[src/rtl/sector_check_verifier_assert.svh]
// ----------------------------------------------------------------------------
// Sector check verifier assertion macros
// Concurrent assertion helpers used by the top level of the sector check block.
// ----------------------------------------------------------------------------
`ifndef SECTOR_CHECK_VERIFIER_ASSERT_SVH
`define SECTOR_CHECK_VERIFIER_ASSERT_SVH

// Check a consequent in the same cycle as its antecedent
`define SCV_ASSERT_NOW(label, clk, rst_n, ante, cons) \
    label: assert property (@(posedge clk) disable iff (!rst_n) (ante) |-> (cons)) \
        else $error("sector check assertion failed");

// Check a consequent in the cycle after its antecedent
`define SCV_ASSERT_NEXT(label, clk, rst_n, ante, cons) \
    label: assert property (@(posedge clk) disable iff (!rst_n) (ante) |=> (cons)) \
        else $error("sector check assertion failed");

`endif

[src/rtl/scv_pkg.sv]
// ----------------------------------------------------------------------------
// Sector check verifier package
// Types, codes and per-byte check functions shared by the sector check RTL.
// ----------------------------------------------------------------------------
package scv_pkg;

    // Configuration port
    localparam int CFG_DATA_W  = 16;
    localparam int CFG_INDEX_W = 1;

    localparam logic [CFG_INDEX_W-1:0] CFG_IDX_CHECK_MODE = 1'b0;
    localparam logic [CFG_INDEX_W-1:0] CFG_IDX_CRC_INIT   = 1'b1;

    // Check modes
    localparam logic [2:0] MODE_CCITT     = 3'd0;
    localparam logic [2:0] MODE_CCITT_REV = 3'd1;
    localparam logic [2:0] MODE_SHIFT_IN  = 3'd2;
    localparam logic [2:0] MODE_SUM16     = 3'd3;
    localparam logic [2:0] MODE_XOR_ROT   = 3'd4;
    localparam logic [2:0] MODE_CSUM8     = 3'd5;

    // Verdict codes
    localparam logic [1:0] STATUS_PASS      = 2'd0;
    localparam logic [1:0] STATUS_FAIL      = 2'd1;
    localparam logic [1:0] STATUS_TOO_SHORT = 2'd2;
    localparam logic [1:0] STATUS_UNUSED    = 2'd3;

    localparam logic [15:0] CRC_INIT_RESET = 16'hffff;
    localparam logic [15:0] POLY_SHIFT_IN  = 16'h8005;

    // One sector byte with its end flag
    typedef struct packed {
        logic [7:0] data_byte;
        logic       last;
    } scv_item_t;

    // Configuration as seen by the check core
    typedef struct packed {
        logic [2:0]  check_mode;
        logic [15:0] crc_init;
    } scv_cfg_t;

    // Bit-reverse one byte
    function automatic logic [7:0] reverse8(input logic [7:0] b);
        logic [7:0] r;
        for (int i = 0; i < 8; i++) begin
            r[7-i] = b[i];
        end
        return r;
    endfunction

    // Bytewise CRC-16-CCITT update
    function automatic logic [15:0] ccitt_byte(input logic [15:0] crc, input logic [7:0] b);
        logic [7:0] x;
        x = crc[15:8] ^ b;
        x = x ^ {4'b0000, x[7:4]};
        return {crc[7:0], 8'h00} ^ {x[3:0], 12'h000} ^ {3'b000, x, 5'b00000}
            ^ {8'h00, x};
    endfunction

    // Bitwise shift-in CRC over one byte, msb first
    function automatic logic [15:0] shift_in_byte(input logic [15:0] crc,
                                                  input logic [7:0] b);
        logic [15:0] c;
        logic        fb;
        c = crc;
        for (int i = 7; i >= 0; i--) begin
            fb = c[15];
            c  = {c[14:0], b[i]} ^ (fb ? POLY_SHIFT_IN : 16'h0000);
        end
        return c;
    endfunction

endpackage

[src/rtl/scv_byte_if.sv]
// ----------------------------------------------------------------------------
// Sector byte channel
// Valid/ready channel carrying one sector byte and its end flag per beat.
// ----------------------------------------------------------------------------
interface scv_byte_if;
    logic       valid;
    logic       ready;
    logic [7:0] data_byte;
    logic       last;

    modport source (output valid, output data_byte, output last, input ready);
    modport sink   (input valid, input data_byte, input last, output ready);
endinterface

[src/rtl/scv_status_if.sv]
// ----------------------------------------------------------------------------
// Verdict channel
// Valid/ready channel carrying one sector verdict per beat.
// ----------------------------------------------------------------------------
interface scv_status_if;
    logic       valid;
    logic       ready;
    logic [1:0] status;

    modport source (output valid, output status, input ready);
    modport sink   (input valid, input status, output ready);
endinterface

[src/rtl/scv_in_stage.sv]
// ----------------------------------------------------------------------------
// Sector check input stage
// Registers each incoming byte beat; frees itself when the core consumes it.
// ----------------------------------------------------------------------------
module scv_in_stage
    import scv_pkg::*;
(
    input  logic           clk,
    input  logic           rst_n,
    scv_byte_if.sink       sector,
    input  logic           advance,
    output logic           item_valid,
    output scv_item_t      item
);

    logic      vld_reg;
    logic      vld_next;
    scv_item_t item_reg;
    scv_item_t item_next;
    logic      take;

    // Accept a beat when empty or when the held beat moves on this cycle
    assign sector.ready = !vld_reg || advance;
    assign take         = sector.valid && sector.ready;

    always_comb
    begin
        vld_next  = vld_reg;
        item_next = item_reg;
        if (sector.ready)
        begin
            vld_next = sector.valid;
        end
        if (take)
        begin
            item_next.data_byte = sector.data_byte;
            item_next.last      = sector.last;
        end
    end

    // Hold valid under reset; payload needs none
    always_ff @(posedge clk or negedge rst_n)
    begin
        if (!rst_n)
        begin
            vld_reg <= 1'b0;
        end
        else
        begin
            vld_reg <= vld_next;
        end
    end

    always_ff @(posedge clk)
    begin
        item_reg <= item_next;
    end

    assign item_valid = vld_reg;
    assign item       = item_reg;

endmodule

[src/rtl/scv_check_core.sv]
// ----------------------------------------------------------------------------
// Sector check core
// Per-sector running check state, one-byte update and verdict logic.
// ----------------------------------------------------------------------------
module scv_check_core
    import scv_pkg::*;
(
    input  logic       clk,
    input  logic       rst_n,
    input  scv_cfg_t   cfg,
    input  logic       step,
    input  scv_item_t  item,
    output logic [1:0] status
);

    logic [7:0]  held0_reg;
    logic [7:0]  held0_next;
    logic [7:0]  held1_reg;
    logic [7:0]  held1_next;
    logic [15:0] run_reg;
    logic [15:0] run_next;
    logic        carry_reg;
    logic        carry_next;
    logic [1:0]  seen_reg;
    logic [1:0]  seen_next;

    logic [15:0] run;
    logic        carry;
    logic [8:0]  sum9;
    logic [7:0]  rot_in;
    logic        first_byte;
    logic        two_held;

    assign first_byte = (seen_reg == 2'd0);
    assign two_held   = seen_reg[1];

    // Seed at the sector's first byte, then apply the selected per-byte update
    always_comb
    begin
        run    = first_byte ? ((cfg.check_mode <= MODE_SUM16) ? cfg.crc_init : 16'h0000)
                            : run_reg;
        carry  = first_byte ? 1'b0 : carry_reg;
        sum9   = {1'b0, run[7:0]} + {1'b0, held0_reg} + {8'h00, carry};
        rot_in = run[7:0] ^ held0_reg;
        case (cfg.check_mode)
            MODE_CCITT:
            begin
                run = ccitt_byte(run, item.data_byte);
            end
            MODE_CCITT_REV:
            begin
                run = ccitt_byte(run, reverse8(item.data_byte));
            end
            MODE_SHIFT_IN:
            begin
                if (two_held)
                begin
                    run = shift_in_byte(run, held1_reg);
                end
            end
            MODE_SUM16:
            begin
                if (two_held)
                begin
                    run = run + {8'h00, held1_reg};
                end
            end
            MODE_XOR_ROT:
            begin
                if (two_held)
                begin
                    run = {8'h00, rot_in[6:0], rot_in[7]};
                end
            end
            MODE_CSUM8:
            begin
                if (!first_byte)
                begin
                    run   = {8'h00, sum9[7:0]};
                    carry = sum9[8];
                end
            end
            default:
            begin
                run = run;
            end
        endcase
    end

    // Judge the sector on its last byte
    always_comb
    begin
        case (cfg.check_mode)
            MODE_CCITT, MODE_CCITT_REV:
            begin
                status = (run == 16'h0000) ? STATUS_PASS : STATUS_FAIL;
            end
            MODE_SHIFT_IN:
            begin
                if (first_byte)
                begin
                    status = STATUS_TOO_SHORT;
                end
                else
                begin
                    status = (run == 16'h0000) ? STATUS_PASS : STATUS_FAIL;
                end
            end
            MODE_SUM16:
            begin
                if (first_byte)
                begin
                    status = STATUS_TOO_SHORT;
                end
                else
                begin
                    status = (run == {item.data_byte, held0_reg}) ? STATUS_PASS
                                                                  : STATUS_FAIL;
                end
            end
            MODE_XOR_ROT:
            begin
                status = (run[7:0] == item.data_byte) ? STATUS_PASS : STATUS_FAIL;
            end
            MODE_CSUM8:
            begin
                if (first_byte)
                begin
                    status = STATUS_TOO_SHORT;
                end
                else
                begin
                    status = (run[7:0] == item.data_byte) ? STATUS_PASS : STATUS_FAIL;
                end
            end
            default:
            begin
                status = STATUS_FAIL;
            end
        endcase
    end

    // Advance the delay line and count; drop the sector after its last byte
    always_comb
    begin
        held0_next = held0_reg;
        held1_next = held1_reg;
        run_next   = run_reg;
        carry_next = carry_reg;
        seen_next  = seen_reg;
        if (step)
        begin
            run_next = run;
            if (item.last)
            begin
                held0_next = 8'h00;
                held1_next = 8'h00;
                carry_next = 1'b0;
                seen_next  = 2'd0;
            end
            else
            begin
                held0_next = item.data_byte;
                held1_next = held0_reg;
                carry_next = carry;
                seen_next  = (seen_reg == 2'd3) ? seen_reg : seen_reg + 2'd1;
            end
        end
    end

    always_ff @(posedge clk or negedge rst_n)
    begin
        if (!rst_n)
        begin
            held0_reg <= 8'h00;
            held1_reg <= 8'h00;
            run_reg   <= CRC_INIT_RESET;
            carry_reg <= 1'b0;
            seen_reg  <= 2'd0;
        end
        else
        begin
            held0_reg <= held0_next;
            held1_reg <= held1_next;
            run_reg   <= run_next;
            carry_reg <= carry_next;
            seen_reg  <= seen_next;
        end
    end

endmodule

[src/rtl/sector_check_verifier.sv]
// ----------------------------------------------------------------------------
// Sector check verifier
// Checks one disk sector per byte stream and gives a pass, fail or too-short
// verdict on the sector's last byte under one of six check schemes.
//
//   channel   dir   beat payload          notes
//   sector    in    data_byte[7:0], last  one sector byte per beat
//   verdict   out   status[1:0]           one beat per sector
//   cfg       in    cfg_index, cfg_data   write strobe cfg_we, no read-back
//
// One byte per cycle, sustained, while no last byte stalls. An accepted byte sits in
// the input register; when it moves on, the check core updates its state and, for a
// last byte, the verdict is loaded into the output register at that same edge.
// Reset clears all control and per-sector state; no clearing pass is needed.
// Only a last byte stalls: it waits in the input register while an earlier
// verdict is still held on the output, and sector.ready drops behind it.
// ----------------------------------------------------------------------------
module sector_check_verifier
    import scv_pkg::*;
(
    input  logic                   clk,
    input  logic                   rst_n,
    input  logic                   cfg_we,
    input  logic [CFG_INDEX_W-1:0] cfg_index,
    input  logic [CFG_DATA_W-1:0]  cfg_data,
    scv_byte_if.sink               sector,
    scv_status_if.source           verdict
);

    `include "sector_check_verifier_assert.svh"

    logic [2:0]  mode_reg;
    logic [2:0]  mode_next;
    logic [15:0] init_reg;
    logic [15:0] init_next;
    logic        out_vld_reg;
    logic        out_vld_next;
    logic [1:0]  status_reg;
    logic [1:0]  status_next;

    scv_cfg_t    cfg;
    scv_item_t   item;
    logic        item_valid;
    logic        advance;
    logic        verdict_now;
    logic [1:0]  status;

    // Take configuration writes
    always_comb
    begin
        mode_next = mode_reg;
        init_next = init_reg;
        if (cfg_we)
        begin
            case (cfg_index)
                CFG_IDX_CHECK_MODE: mode_next = cfg_data[2:0];
                CFG_IDX_CRC_INIT:   init_next = cfg_data;
                default:            mode_next = mode_reg;
            endcase
        end
    end

    assign cfg.check_mode = mode_reg;
    assign cfg.crc_init   = init_reg;

    // Move the held byte on unless it is a last byte facing a full output
    assign advance     = item_valid && (!item.last || !out_vld_reg || verdict.ready);
    assign verdict_now = advance && item.last;

    scv_in_stage u_in_stage (
        .clk        (clk),
        .rst_n      (rst_n),
        .sector     (sector),
        .advance    (advance),
        .item_valid (item_valid),
        .item       (item)
    );

    scv_check_core u_core (
        .clk    (clk),
        .rst_n  (rst_n),
        .cfg    (cfg),
        .step   (advance),
        .item   (item),
        .status (status)
    );

    // Load the verdict register; drop valid once the beat is taken
    always_comb
    begin
        out_vld_next = out_vld_reg;
        status_next  = status_reg;
        if (verdict_now)
        begin
            out_vld_next = 1'b1;
            status_next  = status;
        end
        else if (verdict.ready)
        begin
            out_vld_next = 1'b0;
        end
    end

    always_ff @(posedge clk or negedge rst_n)
    begin
        if (!rst_n)
        begin
            mode_reg    <= MODE_CCITT;
            init_reg    <= CRC_INIT_RESET;
            out_vld_reg <= 1'b0;
        end
        else
        begin
            mode_reg    <= mode_next;
            init_reg    <= init_next;
            out_vld_reg <= out_vld_next;
        end
    end

    always_ff @(posedge clk)
    begin
        status_reg <= status_next;
    end

    assign verdict.valid  = out_vld_reg;
    assign verdict.status = status_reg;

    // A processed last byte always leaves a verdict on the output
    `SCV_ASSERT_NEXT(a_verdict_follows_last, clk, rst_n, verdict_now, verdict.valid)
    // A shown verdict never carries the unused code
    `SCV_ASSERT_NOW(a_status_code, clk, rst_n, verdict.valid, verdict.status != STATUS_UNUSED)
    // A blocked input register refuses new beats
    `SCV_ASSERT_NOW(a_hold_blocks_input, clk, rst_n, item_valid && !advance, !sector.ready)

endmodule

[src/flat_wrapper.sv]
// flat-port wrapper written by rule: the top's interface ports become plain ports
module sector_check_verifier_flat import scv_pkg::*;
  (clk, rst_n, cfg_we, cfg_index, cfg_data, sector_valid, sector_data_byte, sector_last, sector_ready, verdict_valid, verdict_status, verdict_ready);
  scv_byte_if sector_i ();
  scv_status_if verdict_i ();
  input  logic clk;
  input  logic rst_n;
  input  logic cfg_we;
  input  logic [CFG_INDEX_W-1:0] cfg_index;
  input  logic [CFG_DATA_W-1:0] cfg_data;
  input wire logic [$bits(sector_i.valid)-1:0] sector_valid;
  input wire logic [$bits(sector_i.data_byte)-1:0] sector_data_byte;
  input wire logic [$bits(sector_i.last)-1:0] sector_last;
  output wire logic [$bits(sector_i.ready)-1:0] sector_ready;
  output wire logic [$bits(verdict_i.valid)-1:0] verdict_valid;
  output wire logic [$bits(verdict_i.status)-1:0] verdict_status;
  input wire logic [$bits(verdict_i.ready)-1:0] verdict_ready;
  assign sector_i.valid = sector_valid;
  assign sector_i.data_byte = sector_data_byte;
  assign sector_i.last = sector_last;
  assign sector_ready = sector_i.ready;
  assign verdict_valid = verdict_i.valid;
  assign verdict_status = verdict_i.status;
  assign verdict_i.ready = verdict_ready;
  sector_check_verifier u_core (.clk(clk), .rst_n(rst_n), .cfg_we(cfg_we), .cfg_index(cfg_index), .cfg_data(cfg_data), .sector(sector_i), .verdict(verdict_i));
endmodule
[config.mk]
export PLATFORM = sky130hd
export DESIGN_NAME = sector_check_verifier_flat
export DESIGN_NICKNAME = d
export VERILOG_FILES = /design/src/rtl/scv_pkg.sv /design/src/rtl/scv_byte_if.sv /design/src/rtl/scv_status_if.sv /design/src/rtl/scv_in_stage.sv /design/src/rtl/scv_check_core.sv /design/src/rtl/sector_check_verifier.sv /design/src/flat_wrapper.sv
export VERILOG_INCLUDE_DIRS = /design/src /design/src/rtl
export SDC_FILE = /design/constraint.sdc
export NUM_CORES = 1
export LEC_CHECK = 0
export ABC_AREA = 1
export BUFFER_PORTS_ARGS = -buffer_cell sky130_fd_sc_hd__buf_4
export CORE_UTILIZATION = 55
export CTS_CLUSTER_DIAMETER = 40
export CTS_CLUSTER_SIZE = 16
export DETAILED_ROUTE_END_ITERATION = 16
export PLACE_DENSITY = 0.85
export SLEW_MARGIN = 20
export SYNTH_ARGS = -nofsm -noshare
export SYNTH_HDL_FRONTEND = slang
export SYNTH_SLANG_ARGS = --single-unit
[constraint.sdc]
create_clock -name clk -period 4.7 [get_ports clk]
set_input_delay 0.47 -clock clk [delete_from_list [all_inputs] [get_ports clk]]
set_output_delay 0.47 -clock clk [all_outputs]
set_load 0.01 [all_outputs]
==> results of run 1 <==
## routing by layer
metal	routed length (um)	up-vias	track usage
met5	0	-	0
met4	1300	0	0.229
met3	2170	100	0.0699
met2	9380	434	0.594
met1	8860	3075	0.496
li1	-	3238	-
## Yosys cell counts, types with 11 or more instances
cell,count,share of area
a21oi_1,26,0.020
inv_1,98,0.058
edfxtp_1,11,0.052
mux2_2,13,0.023
nor2_1,53,0.031
nand2_2,29,0.028
inv_2,18,0.011
ha_1,18,0.035
dfrtp_1,24,0.094
clkbuf_1,15,0.0088
nand2_4,14,0.025
dfstp_2,32,0.13
xor2_1,17,0.023
o21ai_0,48,0.038
nand2_1,329,0.19
nand3_1,143,0.11
o22ai_1,18,0.018
## placed cells by master, fill, tap and decap left out, drive strengths merged, types with 9 or more instances in the layout
cell type	count
ha	18
xor2	19
nand3	149
buf	45
nor2	56
edfxtp	11
dfstp	32
mux2	13
inv	119
clkbuf	9
o21ai	54
nand2	372
o22ai	18
dfrtp	24
a21oi	26
## cell families (layout without fill, tap and decap cells)
logic type               after synthesis  count (layout)
adder cells (fa/ha/maj)               21              21
flip-flops                            67              67
buffers and inverters                144             181
AO/OA/AOI/OAI                        116             116
AND/OR/NAND/NOR                      593             593
multiplexers                          13              13
XOR/XNOR                              20              20
## worst paths after layout
kind | startpoint | to | slack, ns | cells after the start
worst max register to register | u_core.u_core.seen_reg[0] | u_core.verdict.status[0] | 0.42 | 28
worst min-delay path | rst_n | u_core.u_in_stage.item_valid | 0.18 | 1
worst max-delay path | u_core.u_core.seen_reg[0] | u_core.verdict.status[0] | 0.42 | 28
max in group asynchronous | rst_n | u_core.u_core.held1_reg[5] | 4.05 | 1
worst min register to register | u_core.u_core.run_reg[15] | u_core.u_core.run_reg[15] | 0.49 | 2
min in group clk | sector_data_byte[5] | u_core.u_in_stage.item[6] | 0.31 | 1
## layout make-up
class                      count  area [um^2]  share of cell area
tap                          140          175              0.0247
timing repair buffer          45          338              0.0477
clock inverter                 7          100              0.0141
clock buffer                   9          225              0.0318
multi-input combinational    763         4020               0.568
sequential                    67         1770               0.250
inverter                     120          455              0.0642
## power by group
| group | switching (mW) | internal, mW | total [mW] |
|---|---|---|---|
| Combinational | 1.69 | 0.715 | 2.40 |
| Sequential | 0.105 | 0.770 | 0.874 |
| Clock | 0.270 | 0.468 | 0.738 |
## through the flow
| stage | utilization | area [um^2] |
|---|---|---|
| floorplan | - | 6380 |
| global placement | 0.610 | 6760 |
| detailed placement | 0.610 | 6760 |
| CTS | 0.639 | 7080 |
| global route | 0.640 | 7090 |
| finish | 0.640 | 7090 |
## worst register-to-register path: cells and delay by family (launching register included)
family,cells,cell delay [ns]
and+or+nand+nor,20,2.07
buffers and inverters,4,0.41
AOI/OAI and AO/OA,1,0.06
adders and majority gates,3,1.10
DFF,1,0.38
==> flow_summary_export.csv, run 1 <==
group,metric,value,unit
run_status,outcome,"finished clean",
clock_network,cts_tree,"done",
global_routing,antenna_found_initial,0,
layout,fillers,1008,
route,via_per_inst,5.95,
setup_path,critPathCaptureType,"flop",
clock_network,path_clk_slew,0.06,ns
setup_path,required,4.78,ns
route,post_drt_wl_per_cell,18.9,um
sta,grt_setup_unrepaired,"no",
global_routing,grt_max_degree,57,
sta,fmax,0.233,GHz
sta,setup_viol,0,
layout,area_growth,11.0,%
synth,synth-seq-cells,67,
setup_path,crit_path_start_kind,"flop",
synth,synth_top_family_by_area,"simple AND/OR/NAND/NOR gates",
layout,nets,1058,
synth,netlist_area,0.00638,mm^2
route,drt_iter0_markers,882,
setup_path,cp_max_fo,11,
synth,seq_area_frac_synth,0.277,
synth,synthFlopType,"dfstp_2",
sta,slew-limit-headroom,0.491,
route,post-route-drc-count,0,
layout,finalNonFillerCells,1151,
flow_run,max_cap_viol_count,0,
min_path,hp-class,"in2async",
floorplan,die_x,110,um
power,p_leak,3.69,nW
floorplan,die_h,110,um
clock_network,clock_latency,0.34,ns
synth,synthSimpleGateAreaFrac,0.426,
clock_network,cts-htree-levels,3,
power,total_power,4.02,mW
synth,syn_inst,974,
global_routing,grt-ovfl-total,0,
sta,layout_setup_ws,0.417,ns
route,drtAntennaViolNets,0,
synth,ys_async_sr_fraction,0.836,
synth,avgSynthCellArea,6.56,um^2
clock_network,cts-hold-fix-buffers,0,
clock_network,cts_setup_buffers,0,
setup_path,cpPeakStageDelay,0.48,ns
placement,dp_cells,1135,
setup_path,crit_type,"reg2reg",
sta,hold_violations,0,
synth,synth_mux_area_frac,0.0229,
setup_path,crit_slowest_cell,"fa_1",
route,wl,21.7,mm
synth,ys_types,47,
floorplan,die_area,0.0120,mm^2
floorplan,initial_core_util,0.576,
clock_network,cts_buffers,9,
setup_path,crit_buf_inv,4,
floorplan,io_pins,35,
sta,tightest_slew,0.763,ns
sta,timing.final.crit_share,0.911,
sta,setup_tns,0,ns
clock_network,cts_root_buf,"clkbuf_16",
layout,diodes,0,
global_routing,grt_pass1_vias,6310,
synth,synth_xor_area_frac,0.0298,
setup_path,critPathTopFamily,"simple AND/OR/NAND/NOR gates",
synth,synth_fa_ha_area_frac,0.0447,
power,powerDensity,566,mW/mm^2
setup_path,critPathMostFrequentCell,"nand2_1",
placement,hpwl,16.8,mm
global_routing,grt_use_total,0.383,
power,ir_worst_vdd,0.403,mV
sta,holdWs,0.182,ns
sta,slew_viol_final,0,
placement,place_ws,0.455,ns
route,detail_route.first_pass.iterations,5,
synth,synth-compound-area-share,0.106,
global_routing,grt_pass1_wl,33.8,mm
clock_network,clock_sinks,67,
sta,finalCriticalPeriod,4.28,ns
placement,gp_congestion,1.05,
setup_path,cp.arrival,4.37,ns
sta,skew,0.0146,ns
floorplan,core_area,0.0111,mm^2
clock_network,cts_resized,0,
clock_network,cts.path.max_buffers,2,
synth,syn-num-nets,1026,
placement,port_buffers,34,
synth,ys_warn_count,0,
layout,drive_above_1_share,0.184,
route,vias,6847,
synth,synth-edff-count,11,
floorplan,num_rows,38,
Note: power is estimated with default switching activity, not from simulation.
==> inputs of run 2 (changes only) <==
--- a/config.mk
+++ b/config.mk
@@ -8,11 +8,11 @@
 export LEC_CHECK = 0
 export ABC_AREA = 1
 export BUFFER_PORTS_ARGS = -buffer_cell sky130_fd_sc_hd__buf_4
-export CORE_UTILIZATION = 55
+export CORE_UTILIZATION = 25
 export CTS_CLUSTER_DIAMETER = 40
 export CTS_CLUSTER_SIZE = 16
 export DETAILED_ROUTE_END_ITERATION = 16
-export PLACE_DENSITY = 0.85
+export PLACE_DENSITY = 0.5
 export SLEW_MARGIN = 20
 export SYNTH_ARGS = -nofsm -noshare
 export SYNTH_HDL_FRONTEND = slang
==> constraint.sdc (replaced) <==
create_clock -name clk -period 3.6 [get_ports clk]
set_input_delay 0.36 -clock clk [delete_from_list [all_inputs] [get_ports clk]]
set_output_delay 0.36 -clock clk [all_outputs]
set_load 0.01 [all_outputs]
==> run 2 against run 1 <==
The run now ends with negative setup slack left; die area increased by 120%; cell count rose by 23%; non-clock buffer count rose by 73; worst hold slack got worse by 0.082 ns; largest cell class unchanged.
==> flow_summary_export.csv, run 2 (synthesis gave the netlist of run 1 again) <==
group,metric,value,unit
route,via_per_inst,4.94,
route,wl,25.9,mm
sta,skew,0.0191,ns
global_routing,grt-ovfl-total,0,
power,p_leak,4.05,nW
sta,grt_setup_unrepaired,"yes",
clock_network,cts_tree,"done",
sta,slew_viol_final,0,
global_routing,grt_pass1_wl,39.4,mm
layout,drive_above_1_share,0.293,
floorplan,num_rows,58,
route,drt_iter0_markers,660,
setup_path,reg2reg_from,"u_core.u_core.seen_reg[0]",
power,powerDensity,734,mW/mm^2
power,intPower,2.96,mW
clock_network,path_clk_slew,0.08,ns
setup_path,cpPeakStageDelay,0.36,ns
run_status,violations,"negative setup slack",
floorplan,die_h,162,um
setup_path,cp.arrival,3.72,ns
power,switchingPower,3.03,mW
setup_path,critPathCaptureType,"flop",
sta,tightest_slew,0.845,ns
layout,nets,1131,
placement,gp_congestion,0.941,
route,post_drt_wl_per_cell,18.3,um
layout,area_growth,27.9,%
setup_path,crit_buf_inv,5,
setup_path,crit_path_start_kind,"flop",
route,vias,6990,
floorplan,initial_core_util,0.254,
setup_path,rrSetupSlack,-0.002,ns
power,ir_worst_vdd,0.317,mV
sta,setup_viol,1,
min_path,hp-class,"in2async",
sta,finalCriticalPeriod,3.60,ns
floorplan,io_pins,35,
global_routing,grt_max_degree,57,
sta,setup_tns,-0.00213,ns
global_routing,antenna_found_initial,0,
route,drtAntennaViolNets,0,
layout,layout_common_cells,"nand2_1, nand3_1, buf_4",
setup_path,crit_slowest_cell,"dfrtp_1",
layout,diodes,0,
floorplan,die_x,162,um
placement,hpwl,20.3,mm
clock_network,cts_root_buf,"clkbuf_16",
sta,hold_violations,0,
setup_path,r2r-end,"u_core.verdict.status[0]",
clock_network,cts.path.max_buffers,2,
power,combPwrFrac,0.660,
sta,slew-limit-headroom,0.436,
floorplan,die_area,0.0262,mm^2
setup_path,cp_max_fo,5,
setup_path,critPathMostFrequentCell,"nand2_1",
clock_network,cts-htree-levels,3,
global_routing,grt_use_total,0.202,
setup_path,r2r_cells,28,
setup_path,critPathTopFamily,"simple AND/OR/NAND/NOR gates",
setup_path,required,3.71,ns
power,seq_power_share,0.192,
power,switching_share,0.505,
placement,port_buffers,34,
setup_path,crit_type,"reg2reg",
route,detail_route.first_pass.iterations,5,
clock_network,clock_sinks,67,
route,post-route-drc-count,0,
placement,place_ws,-0.160,ns
layout,post-route-util,0.325,
global_routing,grt_pass1_vias,6586,
flow_run,max_cap_viol_count,0,
layout,final_common_cell,"nand2_1",
floorplan,core_area,0.0251,mm^2
clock_network,clock_latency,0.36,ns
power,p_clk_frac,0.148,
sta,fmax,0.278,GHz
clock_network,cts_buffers,9,
run_status,outcome,"complete, but fails checks",
sta,timing.final.crit_share,1.00,
sta,layout_setup_ws,-0.00213,ns
run 2: changes by cell type in the layout (fill, tap and decap cells not counted), moves of 4 or more:
cell     change
a21oi_1     -10
a21oi_2     +10
buf_4       +70
ha_1        -10
ha_4        +10
inv_1        -8
inv_2        +6
nand2_1     -11
nand2_2      +6
nand2_4      +5
nand3_1     -11
nand3_2      +9
o21ai_0      -4
run 2: worst reg2reg max path: cells and delay by family, from the launching register on:
kind / cells / cell delay (ns)
AOI/OAI and AO/OA: 1 / 0.18
and+or+nand+nor: 20 / 1.84
DFF: 1 / 0.36
buffers and inverters: 5 / 0.53
adders and majority gates: 2 / 0.47
run 2: worst max-delay path by stage:
| stage | startpoint | end | slack, ns | cells after the start |
|---|---|---|---|---|
| final | u_core.u_core.seen_reg[0] | u_core.verdict.status[0] | -0.002 | 28 |
| after global routing | u_core.u_core.seen_reg[1] | u_core.verdict.status[0] | -0.20 | 29 |
| after CTS | u_core.u_core.seen_reg[1] | u_core.verdict.status[0] | -0.04 | 26 |
| after detailed placement | u_core.u_core.seen_reg[0] | u_core.verdict.status[0] | -0.16 | 26 |
| after global placement | u_core.u_core.seen_reg[0] | u_core.verdict.status[0] | -0.13 | 26 |
| after floorplan | u_core.u_core.seen_reg[1] | u_core.verdict.status[0] | -0.24 | 31 |
run 2: per-stage QoR:
step,hold slack [ns],power [mW],cell area [um^2],std cells
after detailed placement,0.484,4.75,7540,1391
final,0.0997,5.99,8170,1414
after global routing,0.159,6.40,8170,1414
after global placement,0.468,4.77,7540,1391
after floorplan,0.0644,3.39,6450,974
after CTS,0.127,5.72,7890,1411
run 2: area by class of cell:
type,count,area [um^2]
sequential,67,1770
fill,2788,16900
multi-input combinational,763,4350
clock buffer,9,225
inverter,120,463
tap,330,413
timing repair buffer,118,897
clock inverter,7,52.6
run 2: routing by layer:
metal,share of wire,vias to the layer above,global-route usage
li1,-,3379,-
met2,0.46,308,0.324
met5,0,-,0
met4,0.040,0,0.0870
met1,0.43,3239,0.271
met3,0.067,64,0.0250
run 2: power groups by stage:
| stage | Combinational, mW | Sequential, mW | Clock, mW |
|---|---|---|---|
| after floorplan | 2.27 | 1.11 | 0 |
| after global placement | 3.62 | 1.15 | 0 |
| after detailed placement | 3.60 | 1.16 | 0 |
| after CTS | 3.68 | 1.14 | 0.900 |
| after global routing | 4.30 | 1.17 | 0.928 |
| final | 3.95 | 1.15 | 0.888 |
run 2: what timing repair did:
action                     4_1_cts  5_1_grt
gates resized for setup         11       59
setup endpoints to repair        1        1
pin swaps                       12       24
hold buffers                     0        0
cloned                           0        0
setup buffers                    4        3
